### config.mk
export PLATFORM = sky130hd
export DESIGN_NAME = manchester_frame_builder_crc8
export DESIGN_NICKNAME = d
export VERILOG_FILES = /design/src/hw/rtl/mfb_pkg.sv /design/src/hw/rtl/manchester_frame_builder_crc8.sv
export SDC_FILE = /design/constraint.sdc
export NUM_CORES = 1
export LEC_CHECK = 0
export BUFFER_PORTS_ARGS = -buffer_cell sky130_fd_sc_hd__buf_2
export CORE_ASPECT_RATIO = 1.1
export CORE_UTILIZATION = 55
export CTS_CLUSTER_SIZE = 20
export DETAILED_ROUTE_END_ITERATION = 7
export GPL_TIMING_DRIVEN = 0
export PLACE_DENSITY = 0.75
export RECOVER_POWER = 25
export SLEW_MARGIN = 30
export SYNTH_ARGS = -nofsm -noshare
export SYNTH_HDL_FRONTEND = slang
export SYNTH_SLANG_ARGS = --single-unit
### constraint.sdc
create_clock -name clk -period 6.78 [get_ports clk]
set_clock_uncertainty 0.1 [all_clocks]
set_input_delay 0.339 -clock clk [delete_from_list [all_inputs] [get_ports clk]]
set_output_delay 0.339 -clock clk [all_outputs]
set_load 0.01 [all_outputs]
### src/hw/rtl/mfb_pkg.sv
package mfb_pkg;

    // Number of header words sent ahead of the payload.
    localparam int unsigned HEADER_WORDS = 6;
    // Longest burst of words that one item can cause: the header and the trailer.
    localparam int unsigned MAX_WORDS    = HEADER_WORDS + 1;
    localparam int unsigned COUNT_W      = $clog2(MAX_WORDS + 1);

    localparam logic [7:0] PREAMBLE_BYTE  = 8'h55;
    localparam logic [7:0] NO_CRC_TRAILER = 8'hAA;
    localparam logic [7:0] CRC_GENERATOR  = 8'h07;
    localparam logic [7:0] SOURCE_RESET   = 8'h16;
    localparam logic [7:0] DEST_RESET     = 8'h01;
    localparam logic [7:0] VERSION_RESET  = 8'h01;

    localparam logic [1:0] PAIR_ONE  = 2'b01;
    localparam logic [1:0] PAIR_ZERO = 2'b10;

    // Request codes.
    localparam logic [1:0] REQ_START     = 2'd0;
    localparam logic [1:0] REQ_PAYLOAD   = 2'd1;
    localparam logic [1:0] REQ_COLLISION = 2'd2;

    // Status codes.
    localparam logic [1:0] ST_OK         = 2'd0;
    localparam logic [1:0] ST_ABORT      = 2'd1;
    localparam logic [1:0] ST_UNEXPECTED = 2'd2;

    // Configuration register indexes.
    localparam logic [1:0] REG_SOURCE  = 2'd0;
    localparam logic [1:0] REG_DEST    = 2'd1;
    localparam logic [1:0] REG_VERSION = 2'd2;
    localparam logic [1:0] REG_CRC_EN  = 2'd3;

    typedef struct packed {
        logic [1:0] req_type;
        logic [7:0] payload_length;
        logic [7:0] data_byte;
    } in_t;

    typedef struct packed {
        logic [15:0] code_word;
        logic        frame_end;
        logic [1:0]  status;
    } out_t;

    // Manchester code: a one becomes 01, a zero becomes 10, bit 7 in the top pair.
    function automatic logic [15:0] manchester(input logic [7:0] b);
        logic [15:0] w;
        w = '0;
        for (int i = 0; i < 8; i++)
        begin
            w[2*i +: 2] = b[i] ? PAIR_ONE : PAIR_ZERO;
        end
        return w;
    endfunction

    // One byte through CRC-8, polynomial 0x07, MSB first.
    function automatic logic [7:0] crc8_update(input logic [7:0] crc, input logic [7:0] b);
        logic [7:0] c;
        c = crc ^ b;
        for (int i = 0; i < 8; i++)
        begin
            c = c[7] ? ({c[6:0], 1'b0} ^ CRC_GENERATOR) : {c[6:0], 1'b0};
        end
        return c;
    endfunction

endpackage

### src/hw/rtl/manchester_frame_builder_crc8.sv
// Channel   Direction  Handshake             Word
// in        input      in_valid / in_ready   mfb_pkg::in_t  (req_type, payload_length, data_byte)
// out       output     out_valid / out_ready mfb_pkg::out_t (code_word, frame_end, status)
// cfg       input      cfg_write             cfg_index, cfg_data (write only)
//
// A start item produces six header words, seven when the payload is empty; a payload item
// produces one word, two for the last byte of a frame; any other item one status word.
// Words leave the output register at one per cycle while the output is not stalled, so an
// item holds the input until its last word moves out, which is when the next item is accepted.
// Reset is asynchronous and active low; it clears the frame state and loads the defaults.
// An output stall holds the output word, the queued words and, while any are queued, the input.
module manchester_frame_builder_crc8 (
    input  logic          clk,
    input  logic          rst_n,
    input  logic          in_valid,
    output logic          in_ready,
    input  mfb_pkg::in_t  in_word,
    output logic          out_valid,
    input  logic          out_ready,
    output mfb_pkg::out_t out_word,
    input  logic          cfg_write,
    input  logic [1:0]    cfg_index,
    input  logic [7:0]    cfg_data
);

    // Configuration registers.
    logic [7:0] source_reg;
    logic [7:0] dest_reg;
    logic [7:0] version_reg;
    logic       crc_en_reg;

    // Frame state, updated in the cycle an item is accepted.
    logic       active_reg,    active_next;
    logic [7:0] remaining_reg, remaining_next;
    logic [7:0] crc_reg,       crc_next;

    // Word queue of the item in progress. The bytes shift toward entry zero as words
    // leave; count_reg tells how many words are still to go.
    logic [7:0]                   job_byte_reg  [mfb_pkg::MAX_WORDS];
    logic [7:0]                   job_byte_next [mfb_pkg::MAX_WORDS];
    logic [mfb_pkg::COUNT_W-1:0]  count_reg, count_next;
    logic                         end_reg, end_next;
    logic [1:0]                   status_reg, status_next;

    // Output register.
    logic          out_valid_reg;
    mfb_pkg::out_t out_reg;

    logic       accept;
    logic       out_load;
    logic       advance;
    logic [7:0] crc_calc;
    logic [7:0] rem_dec;
    logic       last_word;

    assign out_load  = !out_valid_reg || out_ready;
    assign advance   = (count_reg != '0) && out_load;
    assign last_word = (count_reg == mfb_pkg::COUNT_W'(1));
    // The input is free when the queue is empty or its last word moves out now.
    assign in_ready  = (count_reg == '0) || (last_word && out_load);
    assign accept    = in_valid && in_ready;

    assign crc_calc = mfb_pkg::crc8_update(crc_reg, in_word.data_byte);
    assign rem_dec  = remaining_reg - 8'd1;

    // Decode the incoming item into its queue of words and its effect on the frame.
    always_comb
    begin
        active_next    = active_reg;
        remaining_next = remaining_reg;
        crc_next       = crc_reg;
        for (int i = 0; i < mfb_pkg::MAX_WORDS; i++)
        begin
            job_byte_next[i] = '0;
        end
        count_next  = mfb_pkg::COUNT_W'(1);
        end_next    = 1'b0;
        status_next = mfb_pkg::ST_UNEXPECTED;

        unique case (in_word.req_type)
            mfb_pkg::REQ_START:
            begin
                // A new start silently drops any frame that is still open.
                job_byte_next[0] = mfb_pkg::PREAMBLE_BYTE;
                job_byte_next[1] = version_reg;
                job_byte_next[2] = source_reg;
                job_byte_next[3] = dest_reg;
                job_byte_next[4] = in_word.payload_length;
                job_byte_next[5] = {7'd0, crc_en_reg};
                // The CRC over an empty payload is zero.
                job_byte_next[6] = crc_en_reg ? 8'h00 : mfb_pkg::NO_CRC_TRAILER;
                status_next      = mfb_pkg::ST_OK;
                crc_next         = '0;
                remaining_next   = in_word.payload_length;
                if (in_word.payload_length == '0)
                begin
                    count_next  = mfb_pkg::COUNT_W'(mfb_pkg::MAX_WORDS);
                    end_next    = 1'b1;
                    active_next = 1'b0;
                end
                else
                begin
                    count_next  = mfb_pkg::COUNT_W'(mfb_pkg::HEADER_WORDS);
                    active_next = 1'b1;
                end
            end
            mfb_pkg::REQ_PAYLOAD:
            begin
                if (active_reg)
                begin
                    job_byte_next[0] = in_word.data_byte;
                    job_byte_next[1] = crc_en_reg ? crc_calc : mfb_pkg::NO_CRC_TRAILER;
                    status_next      = mfb_pkg::ST_OK;
                    crc_next         = crc_calc;
                    remaining_next   = rem_dec;
                    if (rem_dec == '0)
                    begin
                        count_next  = mfb_pkg::COUNT_W'(2);
                        end_next    = 1'b1;
                        active_next = 1'b0;
                    end
                end
            end
            mfb_pkg::REQ_COLLISION:
            begin
                // A collision only aborts an open frame; otherwise it is unexpected.
                if (active_reg)
                begin
                    status_next    = mfb_pkg::ST_ABORT;
                    active_next    = 1'b0;
                    remaining_next = '0;
                    crc_next       = '0;
                end
            end
            default:
            begin
                status_next = mfb_pkg::ST_UNEXPECTED;
            end
        endcase
    end

    // Configuration writes.
    always_ff @(posedge clk or negedge rst_n)
    begin
        if (!rst_n)
        begin
            source_reg  <= mfb_pkg::SOURCE_RESET;
            dest_reg    <= mfb_pkg::DEST_RESET;
            version_reg <= mfb_pkg::VERSION_RESET;
            crc_en_reg  <= 1'b1;
        end
        else if (cfg_write)
        begin
            unique case (cfg_index)
                mfb_pkg::REG_SOURCE:  source_reg  <= cfg_data;
                mfb_pkg::REG_DEST:    dest_reg    <= cfg_data;
                mfb_pkg::REG_VERSION: version_reg <= cfg_data;
                mfb_pkg::REG_CRC_EN:  crc_en_reg  <= cfg_data[0];
                default:              source_reg  <= source_reg;
            endcase
        end
    end

    // Frame state and queue control.
    always_ff @(posedge clk or negedge rst_n)
    begin
        if (!rst_n)
        begin
            active_reg    <= 1'b0;
            remaining_reg <= '0;
            crc_reg       <= '0;
            count_reg     <= '0;
            out_valid_reg <= 1'b0;
        end
        else
        begin
            if (accept)
            begin
                active_reg    <= active_next;
                remaining_reg <= remaining_next;
                crc_reg       <= crc_next;
                count_reg     <= count_next;
            end
            else if (advance)
            begin
                count_reg <= count_reg - mfb_pkg::COUNT_W'(1);
            end

            if (out_load)
            begin
                out_valid_reg <= (count_reg != '0);
            end
        end
    end

    // Queue bytes and the output word carry no reset.
    always_ff @(posedge clk)
    begin
        if (accept)
        begin
            for (int i = 0; i < mfb_pkg::MAX_WORDS; i++)
            begin
                job_byte_reg[i] <= job_byte_next[i];
            end
            end_reg    <= end_next;
            status_reg <= status_next;
        end
        else if (advance)
        begin
            for (int i = 0; i < mfb_pkg::MAX_WORDS - 1; i++)
            begin
                job_byte_reg[i] <= job_byte_reg[i+1];
            end
            job_byte_reg[mfb_pkg::MAX_WORDS-1] <= '0;
        end

        if (advance)
        begin
            // Status words carry no code; only the frame's last word carries the end mark.
            out_reg.code_word <= (status_reg == mfb_pkg::ST_OK)
                                 ? mfb_pkg::manchester(job_byte_reg[0]) : 16'h0000;
            out_reg.frame_end <= end_reg && last_word;
            out_reg.status    <= status_reg;
        end
    end

    assign out_valid = out_valid_reg;
    assign out_word  = out_reg;

endmodule

==> results of run 1 <==
[stage by stage]
stage	utilization, %	power (uW)
floorplan	-	1686
global placement	62.00	1892
detailed placement	62.15	1927
CTS	64.61	2346
global route	64.57	2493
finish	64.57	2342
[cells by family after synthesis]
group | Yosys count
simple gates | 176
flops | 111
compound gates | 67
xor+xnor | 30
buf+inv | 30
mux | 25
fa+ha+maj | 9
[final cells by class]
| cell class | instances | area, um2 |
|---|---|---|
| multi-input cells | 307 | 1968 |
| plain buffers | 19 | 71.32 |
| inverters | 11 | 41.29 |
| clock inverters | 7 | 87.58 |
| clock buffers | 9 | 123.9 |
| fillers | 740 | 3192 |
| well taps | 114 | 142.6 |
| flip-flops and latches | 111 | 3110 |
| repair buffers | 54 | 271.5 |
[path summary, 6_finish.rpt]
check	startpoint	end	slack [ns]	cells after the start
max in group clk	count_reg[0]	job_byte_reg[0][26]	4.16	7
min	cfg_data[3]	source_reg[3]	0.10	2
min in group asynchronous	rst_n	source_reg[3]	1.19	2
max	rst_n	crc_reg[2]	3.93	2
max reg2reg	count_reg[0]	job_byte_reg[0][26]	4.16	7
min reg2reg	status_reg[1]	out_word[1]	0.39	0
[power by group through the flow]
stage	Combinational, uW	Clock, uW	Sequential [uW]
floorplan	554	0	1130
global placement	752	0	1140
detailed placement	775	0	1150
CTS	784	426	1140
global route	883	448	1160
finish	785	421	1140
[layout by cell type (no fill, tap or decap), types with 9 or more instances in the layout]
cell type  Yosys  layout
nand2_1       69      69
edfxtp_1      65      65
buf_2          0      50
dfrtp_1       40      40
nand3_1       30      30
nor2_1        25      25
mux2_2        25      25
clkbuf_1      18      21
o21ai_0       21      21
xnor2_1       20      20
a21oi_1       21      20
inv_1         11      11
and2_1        11      11
and3_1         9       9
ha_1           9       9
clkbuf_8       0       9
[metal layers]
metal | GRT usage (%) | up-vias | routed length [um]
met2 | 42.24 | 102 | 5907
li1 | - | 1725 | -
met4 | 8.874 | 0 | 193
met5 | 0 | - | 0
met1 | 33.17 | 1785 | 4655
met3 | 3.451 | 15 | 518
[timing repair]
action	4_1_cts	5_1_grt
buffers inserted	0	0
hold buffers	1	0
resized for setup	0	0
endpoints found under the hold margin	40	0
==> out/results.ini, run 1 <==
[detailed_routing]
num_vias = 3627
drc = 0
dr.pass1.iters = 5
routed_wirelength_um = 11270
wl_per_cell_um = 17.84
detailedRoute.firstIterationViolations = 213
postRouteAntennaNets = 0
viasPerCell = 5.739

[critical_path]
crit_family = buffers and inverters
critPathMaxFanout = 46
start_kind = input pin
critPathBufInv = 2
crit_chain = dlygate4sd3_1 > clkbuf_1
slowest_stage = clkbuf_1
path_class = in -> async
cpPeakStageDelay_ns = 1.82
cp.arrival_ns = 2.70
required_ns = 6.64
end_kind = asynchronous set/reset pin

[sta]
slew_headroom_pct = -71.80
tns_ns = 0
rsz0062_at_grt = false
fin_crit_ns = 2.847
slew_violations = 47
max_slew.worst_pin.slew_ns = 2.577
finalHoldViolCount = 0
final.setup.worst_slack_ns = 3.933
fmax_ghz = 0.3512
fin_hold_ws_ns = 0.1018
finalCritPeriodShare_pct = 41.99
setup_viol = 0

[floorplanning]
dieHeight_um = 103.8
boundaryPins = 54
die_w_um = 94.51
die_area_um2 = 9806
start_util_pct = 57.47
rows = 36
core_area_um2 = 9009

[grt]
grt_pass1_wl_um = 18460
grt_usage_pct = 25.14
antenna_found_initial = 0
grt_max_degree = 47
grt-ovfl-total = 0
grt_pass1_vias = 3604

[run]
maxCapViolations = 1

[yosys]
yosysTopAreaCell = edfxtp_1
ys.flop_type = edfxtp_1
syn_avg_cell_area_um2 = 11.56
ys_top_cells_by_area = edfxtp_1 (38%), dfrtp_1 (19%), mux2_2 (5.4%)
synth_common_cells = nand2_1 (69), edfxtp_1 (65), dfrtp_1 (40)
synth_compound_area_share_pct = 7.951
synth_area_um2 = 5177
yosysMostFrequentCell = nand2_1
synth_top_family_by_area = simple AND/OR/NAND/NOR gates
yosysWarnings = 0
synth_edf_count = 65
yosys.area_share.simple_pct = 16.53
synth_seq_cells = 111
synthCells = 448
ys_async_sr_fraction_pct = 41.44
synth_nets = 490
seq_area_frac_synth_pct = 60.08
synth_top_area_share_pct = 37.70
synthMuxAreaShare_pct = 5.437
synth-xor-area-share_pct = 5.655
synth_cell_types = 43
synthAdderAreaFrac_pct = 2.175

[power_and_ir_drop]
vdd_ir_drop_max_uv = 159.1
p_switching_uw = 834.6
clockPowerShare_pct = 18.0
power.density_nw_per_um2 = 402.6
p_leak_uw = 0.002458
p_comb_share_pct = 33.5
switching_share_pct = 35.64
power_frac_seq_pct = 48.5
internal_power_uw = 1507

[layout]
largest_reg_flops = 43
stdcell_area_um2 = 5817
syn2layout_area_growth_pct = 12.35
drive_gt1_share_pct = 19.50
nNetsFinal = 555
diodes = 0
final_cells = 632

[cts]
clock_latency_ns = 0.39
cts.clk_slew.worst_paths_ns = 0.12
cts_tree = done
h-tree-depth = 3
clk_path_buf_depth = 2
root_buffer = clkbuf_8
cts_buffers = 9
cts.sinks = 111

[run_status]
violations = max-capacitance violations, max-slew violations
status = finished with violations

[placement]
gp_congestion = 0.8973
port_buffers = 53
dpl.hpwl_um = 8113
post_dp_cell_area_um2 = 5599
place_inst = 615
preCtsSetupSlack_ns = 3.910

[min_path]
hold_path_class = in -> reg

Note: power is estimated with default switching activity, not from simulation.
==> run 2: changes to the inputs <==
CORE_UTILIZATION = 53   (was 55)
PLACE_DENSITY = 0.76   (was 0.75)
clock period = 2.5 ns   (was 6.78 ns; I/O delays follow)
==> out/results.ini, run 2 (synthesis results as in run 1) <==
[critical_path]
crit_chain = inv_1 > ha_1 > a21oi_1 > o21ai_1 > clkbuf_1 > a21oi_1
required_ns = 2.50  ; -4.14 ns
cpPeakStageDelay_ns = 0.59  ; -1.23 ns
rrSetupSlack_ns = 0.13  ; -4.03 ns
cp.arrival_ns = 2.38  ; -0.32 ns
end_kind = flip-flop
start_kind = flip-flop
crit_top_cell = a21oi_1
critPathMaxFanout = 10  ; -78%
slowest_stage = o21ai_1
path_class = reg -> reg

[power_and_ir_drop]
p_comb_share_pct = 33.5  ; about the same
power.density_nw_per_um2 = 1081  ; +170%
power_frac_seq_pct = 47.4  ; -1.1 points
vdd_ir_drop_max_uv = 422.4  ; +170%
switching_share_pct = 34.88  ; -0.76 points
clockPowerShare_pct = 19.1  ; +1.1 points
internal_power_uw = 4230  ; +180%
p_switching_uw = 2265  ; +170%
p_leak_uw = 0.002541  ; +3.4%

[floorplanning]
rows = 37  ; +2.8%
dieHeight_um = 105.7  ; +1.8%
core_area_um2 = 9444  ; +4.8%
boundaryPins = 54  ; unchanged
die_area_um2 = 10170  ; +3.7%
die_w_um = 96.24  ; +1.8%
start_util_pct = 54.82  ; -2.6 points

[grt]
antenna_found_initial = 0  ; unchanged
grt_pass1_vias = 3621  ; +0.47%
grt_usage_pct = 24.00  ; -1.1 points
grt-ovfl-total = 0  ; unchanged
grt_max_degree = 47  ; unchanged
grt_pass1_wl_um = 18130  ; -1.8%

[layout]
drive_gt1_share_pct = 20.30  ; +0.80 points
most-common-layout-cells = nand2_1 (69), edfxtp_1 (65), buf_2 (51), dfrtp_1 (40), nand3_1 (30)
largest_reg_flops = 43  ; unchanged
final_common_cell = nand2_1
syn2layout_area_growth_pct = 16.02
diodes = 0  ; unchanged
nNetsFinal = 569  ; +2.5%
fillers = 779  ; +5.3%
final_cells = 649  ; +2.7%

[detailed_routing]
viasPerCell = 5.721  ; -0.31%
postRouteAntennaNets = 0  ; unchanged
num_vias = 3713  ; +2.4%
detailedRoute.firstIterationViolations = 199  ; -6.6%
drc = 0  ; unchanged
wl_per_cell_um = 17.60  ; -1.3%
dr.pass1.iters = 7  ; +2
routed_wirelength_um = 11420  ; +1.3%

[sta]
finalHoldViolCount = 0  ; unchanged
slew_headroom_pct = 19.08  ; +91 points
fin_hold_ws_ns = 0.01623  ; -0.08559 ns
final.setup.worst_slack_ns = 0.1266  ; -3.806 ns
tns_ns = 0  ; unchanged
slew_violations = 0  ; -100%
fin_crit_ns = 2.373
finalCritPeriodShare_pct = 94.94
setup_viol = 0  ; unchanged
rsz0062_at_grt = false
fmax_ghz = 0.4213
max_slew.worst_pin.slew_ns = 1.214  ; -1.363 ns

[min_path]
hold_path_class = in -> reg

[placement]
dpl.hpwl_um = 7869  ; -3.0%
port_buffers = 53  ; unchanged
preCtsSetupSlack_ns = -0.08791  ; -3.998 ns
gp_congestion = 0.8867  ; -1.2%
place_inst = 618  ; +0.49%

[cts]
cts.clk_slew.worst_paths_ns = 0.11  ; about the same
cts_buffers = 9  ; unchanged
post_cts_buffers = 0  ; unchanged
clk_path_buf_depth = 2  ; unchanged
cts.sinks = 111  ; unchanged
cts_tree = done
root_buffer = clkbuf_8
h-tree-depth = 3  ; unchanged
clock_latency_ns = 0.37  ; -0.02 ns

[run_status]
status = finished, final reports clean

[run]
maxCapViolations = 0  ; -1

run 2: cell types whose count changed in the layout (fill, tap and decap cells not counted), moves of 2 or more:
cell / previous run / this run
clkbuf_16: 0 / 2
a21oi_2: 0 / 2
clkbuf_1: 21 / 18
clkinv_4: 3 / 0
dlygate4sd3_1: 1 / 14
run 2: through the flow:
| step | instance area [um2] | power, uW | utilization [%] |
|---|---|---|---|
| 2_1_floorplan | 5184 | 4577 | - |
| 3_3_place_gp | 5595 | 5105 | 59.25 |
| 3_5_place_dp | 5605 | 5212 | 59.35 |
| 4_1_cts | 5998 | 6481 | 63.51 |
| 5_1_grt | 6007 | 6899 | 63.61 |
| 6_report | 6007 | 6495 | 63.61 |
run 2: final timing paths:
| kind | start | end | depth (start not counted) |
|---|---|---|---|
| hold reg to reg | status_reg[0] | out_word[0] | 0 |
| hold / removal | in_word[5] | job_byte_reg[0][5] | 3 |
| max in group asynchronous | rst_n | remaining_reg[5] | 2 |
| setup reg to reg | count_reg[0] | job_byte_reg[0][9] | 6 |
| min in group asynchronous | rst_n | dest_reg[2] | 2 |
| setup / recovery | count_reg[0] | job_byte_reg[0][9] | 6 |
run 2: what timing repair did:
| item | 4_1_cts | 5_1_grt |
|---|---|---|
| gates resized for setup | 2 | 1 |
| pin swaps | 0 | 0 |
| hold buffers | 14 | 0 |
| hold endpoints to repair | 73 | 0 |
| endpoints found under the setup margin | 43 | 44 |
| gates cloned | 1 | 1 |
run 2: final cells by class:
class | count | area [um2] | share of cell area, %
Buffer | 18 | 67.56 | 1.125
Timing Repair Buffer | 67 | 404.1 | 6.728
Inverter | 11 | 41.29 | 0.6874
Clock buffer | 11 | 173.9 | 2.895
Clock inverter | 5 | 66.31 | 1.104
Multi-Input combinational cell | 309 | 1997 | 33.24
Sequential cell | 111 | 3110 | 51.78
Tap cell | 117 | 146.4 | 2.437
run 2: worst max-delay path, delay by kind of cell, from the launching register on:
kind	cells	cell delay, ns
AO/OA/AOI/OAI	3	0.78
adder cells (fa/ha/maj)	1	0.22
buffers and inverters	2	0.60
flip-flops	1	0.40
run 2: layer usage:
layer  GRT usage [%]  up-vias  wire length [um]
met5               0        -                 0
met4           7.036        0               121
met3           4.401       12               532
met2           40.17      111              5968
met1           31.52     1832              4801
li1                -     1758                 -
run 2: power groups by stage:
stage / Combinational, uW / Sequential (uW) / Clock [uW]
floorplan: 1510 / 3070 / 0
global route: 2410 / 3160 / 1330
detailed placement: 2100 / 3110 / 0
finish: 2170 / 3080 / 1240
global placement: 2030 / 3080 / 0
CTS: 2160 / 3070 / 1250
==> run 3: changes to the inputs <==
ABC_AREA = 1   (was default)
==> out/results.ini, run 3 <==
[grt]
grt_busiest_layer = met2
use_met3_pct = 2.868  ; -1.5 points
antenna_found_initial = 0  ; unchanged
use_met1_pct = 29.63  ; -1.9 points
grt_pass1_wl_um = 18840  ; +3.9%
met2_usage_pct = 38.96  ; -1.2 points
grt_pass1_vias = 4056  ; +12%
grt_usage_pct = 22.89  ; -1.1 points
grt_max_degree = 47  ; unchanged
grt-ovfl-total = 0  ; unchanged

[sta]
fmax_ghz = 0.4473  ; +6.2%
setup_viol = 0  ; unchanged
max_slew.worst_pin.slew_ns = 1.218  ; +0.003766 ns
slew_violations = 0  ; unchanged
fin_hold_ws_ns = 0.002702  ; -0.01353 ns
finalCritPeriodShare_pct = 89.42  ; -5.5 points
fin_crit_ns = 2.236  ; -0.1379 ns
finalHoldViolCount = 0  ; unchanged
slew_headroom_pct = 18.83  ; -0.25 points
rsz0062_at_grt = false

[yosys]
synth_nets = 619  ; +26%
synth_edf_count = 65  ; unchanged
seq_area_frac_synth_pct = 58.60  ; -1.5 points
yosysTopAreaCell = edfxtp_1
synth_area_um2 = 5308  ; +2.5%
yosysMostFrequentCell = nand2_1
yosysWarnings = 0  ; unchanged
ys.flop_type = edfxtp_1
synthCells = 577  ; +29%
synth_cell_types = 36  ; -16%
synth_seq_cells = 111  ; unchanged
syn_avg_cell_area_um2 = 9.199  ; -20%
synth_common_cells = nand2_1 (187), edfxtp_1 (65), inv_1 (60)
ys_top_cells_by_area = edfxtp_1 (37%), dfrtp_1 (19%), nand2_1 (13%)
synth_top_area_share_pct = 36.78  ; -0.92 points
ys_async_sr_fraction_pct = 41.44  ; unchanged

[critical_path]
critPathBufInv = 4  ; +2
slowest_stage = dfrtp_1
path_class = reg -> reg
critPathMaxFanout = 10  ; unchanged
cp.arrival_ns = 2.28  ; -0.10 ns
reg2reg_from = count_reg[0]
crit_start = count_reg[0]
start_kind = flip-flop
crit_chain = inv_1 > ha_1 > nand2_1 > nand2_1 > clkinvlp_4 > nand2_4 > inv_2 > buf_4 > nand2_1 > o21ai_0
crit_top_cell = nand2_1
crit_family = buffers and inverters
required_ns = 2.54  ; +0.04 ns
cpPeakStageDelay_ns = 0.41  ; -0.18 ns
end_kind = flip-flop

[floorplanning]
dieHeight_um = 107.0  ; +1.2%
die_area_um2 = 10420  ; +2.5%
boundaryPins = 54  ; unchanged
core_area_um2 = 9537  ; +0.98%
start_util_pct = 55.65  ; +0.83 points
die_w_um = 97.42  ; +1.2%
rows = 37  ; unchanged

[power_and_ir_drop]
p_leak_uw = 0.002907  ; +14%
total_power_uw = 6983  ; +7.5%
vdd_ir_drop_max_uv = 517.5  ; +23%
p_comb_share_pct = 37.1  ; +3.6 points
power.density_nw_per_um2 = 1138  ; +5.2%
switching_share_pct = 39.05  ; +4.2 points
power_frac_seq_pct = 46.5  ; -0.9 points
internal_power_uw = 4256  ; +0.63%
p_switching_uw = 2727  ; +20%
clockPowerShare_pct = 16.4  ; -2.7 points

[cts]
cts.clk_slew.worst_paths_ns = 0.11  ; about the same
cts_tree = done
root_buffer = clkbuf_8
clock_latency_ns = 0.39  ; +0.02 ns
cts_buffers = 9  ; unchanged
clk_path_buf_depth = 2  ; unchanged
h-tree-depth = 3  ; unchanged
cts.sinks = 111  ; unchanged

[layout]
nNetsFinal = 704  ; +24%
most-common-layout-cells = nand2_1 (186), edfxtp_1 (65), inv_1 (59), buf_2 (48), o21ai_0 (46)
stdcell_area_um2 = 6138  ; +2.2%
diodes = 0  ; unchanged
largest_reg_flops = 43  ; unchanged
syn2layout_area_growth_pct = 15.65
drive_gt1_share_pct = 14.69  ; -5.6 points
final_common_cell = nand2_1

[min_path]
hp-start = in_word[10]
hold_path_class = in -> reg

[run_status]
status = finished, final reports clean

[detailed_routing]
drc = 0  ; unchanged
routed_wirelength_um = 11010  ; -3.6%
wl_per_cell_um = 14.04  ; -20%
detailedRoute.firstIterationViolations = 264  ; +33%
postRouteAntennaNets = 0  ; unchanged
dr.pass1.iters = 4  ; -3
num_vias = 4138  ; +11%
viasPerCell = 5.278  ; -7.7%

[placement]
port_buffers = 53  ; unchanged
post_dp_cell_area_um2 = 5729  ; +2.2%
gp_congestion = 0.9246  ; +4.3%
dpl.hpwl_um = 7760  ; -1.4%

[run]
maxCapViolations = 0  ; unchanged

==> run 3: cell types whose count changed after synthesis, sizes merged, moves of 17 or more <==
cell | before | now
a21oi | 21 | 4
mux2 | 25 | 0
o21ai | 22 | 53
nor2 | 25 | 45
nand2 | 69 | 192
inv | 11 | 63
==> run 3: path summary, 6_finish.rpt <==
path | endpoint | slack, ns | depth (start not counted)
worst max-delay path | job_byte_reg[0][1] | 0.26 | 10
worst min-delay path | job_byte_reg[0][34] | 0.003 | 3
worst max register to register | job_byte_reg[0][1] | 0.26 | 10
worst min register to register | out_word[1] | 0.36 | 0
max in group asynchronous | count_reg[2] | 1.16 | 2
min in group asynchronous | remaining_reg[7] | 0.42 | 2
==> run 3: logic make-up after synthesis <==
family / count (synthesis) / synth area share [%]
compound gates: 70 / 7.426
xor+xnor: 17 / 2.805
fa+ha+maj: 9 / 2.122
buf+inv: 82 / 6.412
flops: 111 / 58.60
simple gates: 288 / 22.63
==> run 3: cell type report <==
type,count,area [um2]
repair buffers,73,451.7
well taps,117,146.4
inverters,63,240.2
plain buffers,19,103.9
repair inverters,1,5.005
clock buffers,10,148.9
multi-input cells,384,1862
clock inverters,6,70.07
flip-flops and latches,111,3110
fillers,782,3398
==> run 3: timing repair <==
item / in CTS / in global routing
setup buffers: 0 / 1
setup endpoints to repair: 26 / 38
hold endpoints to repair: 72 / 0
gates resized for setup: 1 / 0
hold buffers: 19 / 0
cloned: 1 / 0
==> run 3: metal layers <==
| layer | vias to the layer above | part of all wire (%) |
|---|---|---|
| li1 | 2049 | - |
| met4 | 0 | 2.3 |
| met1 | 1936 | 44 |
| met5 | - | 0 |
| met2 | 132 | 49 |
| met3 | 21 | 4.5 |
==> run 3: power groups by stage <==
stage	Clock, uW	Sequential (uW)	Combinational [uW]
2_1_floorplan	0	3330	1750
3_3_place_gp	0	3280	2460
3_5_place_dp	0	3290	2550
4_1_cts	1160	3240	2610
5_1_grt	1230	3340	2930
6_report	1140	3250	2590
==> run 3: tightest hold or removal path, stage by stage <==
cell and delay [ns]:
buf_2 0.07, inv_1 0.06, nor2_1 0.11
==> run 3: stage by stage <==
| stage | cells | util, % | TNS [ns] | worst slack, ns |
|---|---|---|---|---|
| 4_1_cts | 783 | 64.46 | 0 | 0.04369 |
| 3_3_place_gp | 747 | 59.97 | -14.18 | -0.4178 |
| 6_report | 784 | 64.37 | 0 | 0.2644 |
| 3_5_place_dp | 747 | 60.08 | -0.6682 | -0.08716 |
| 5_1_grt | 784 | 64.37 | 0 | 0.09940 |
| 2_1_floorplan | 577 | - | 0 | 0.07104 |
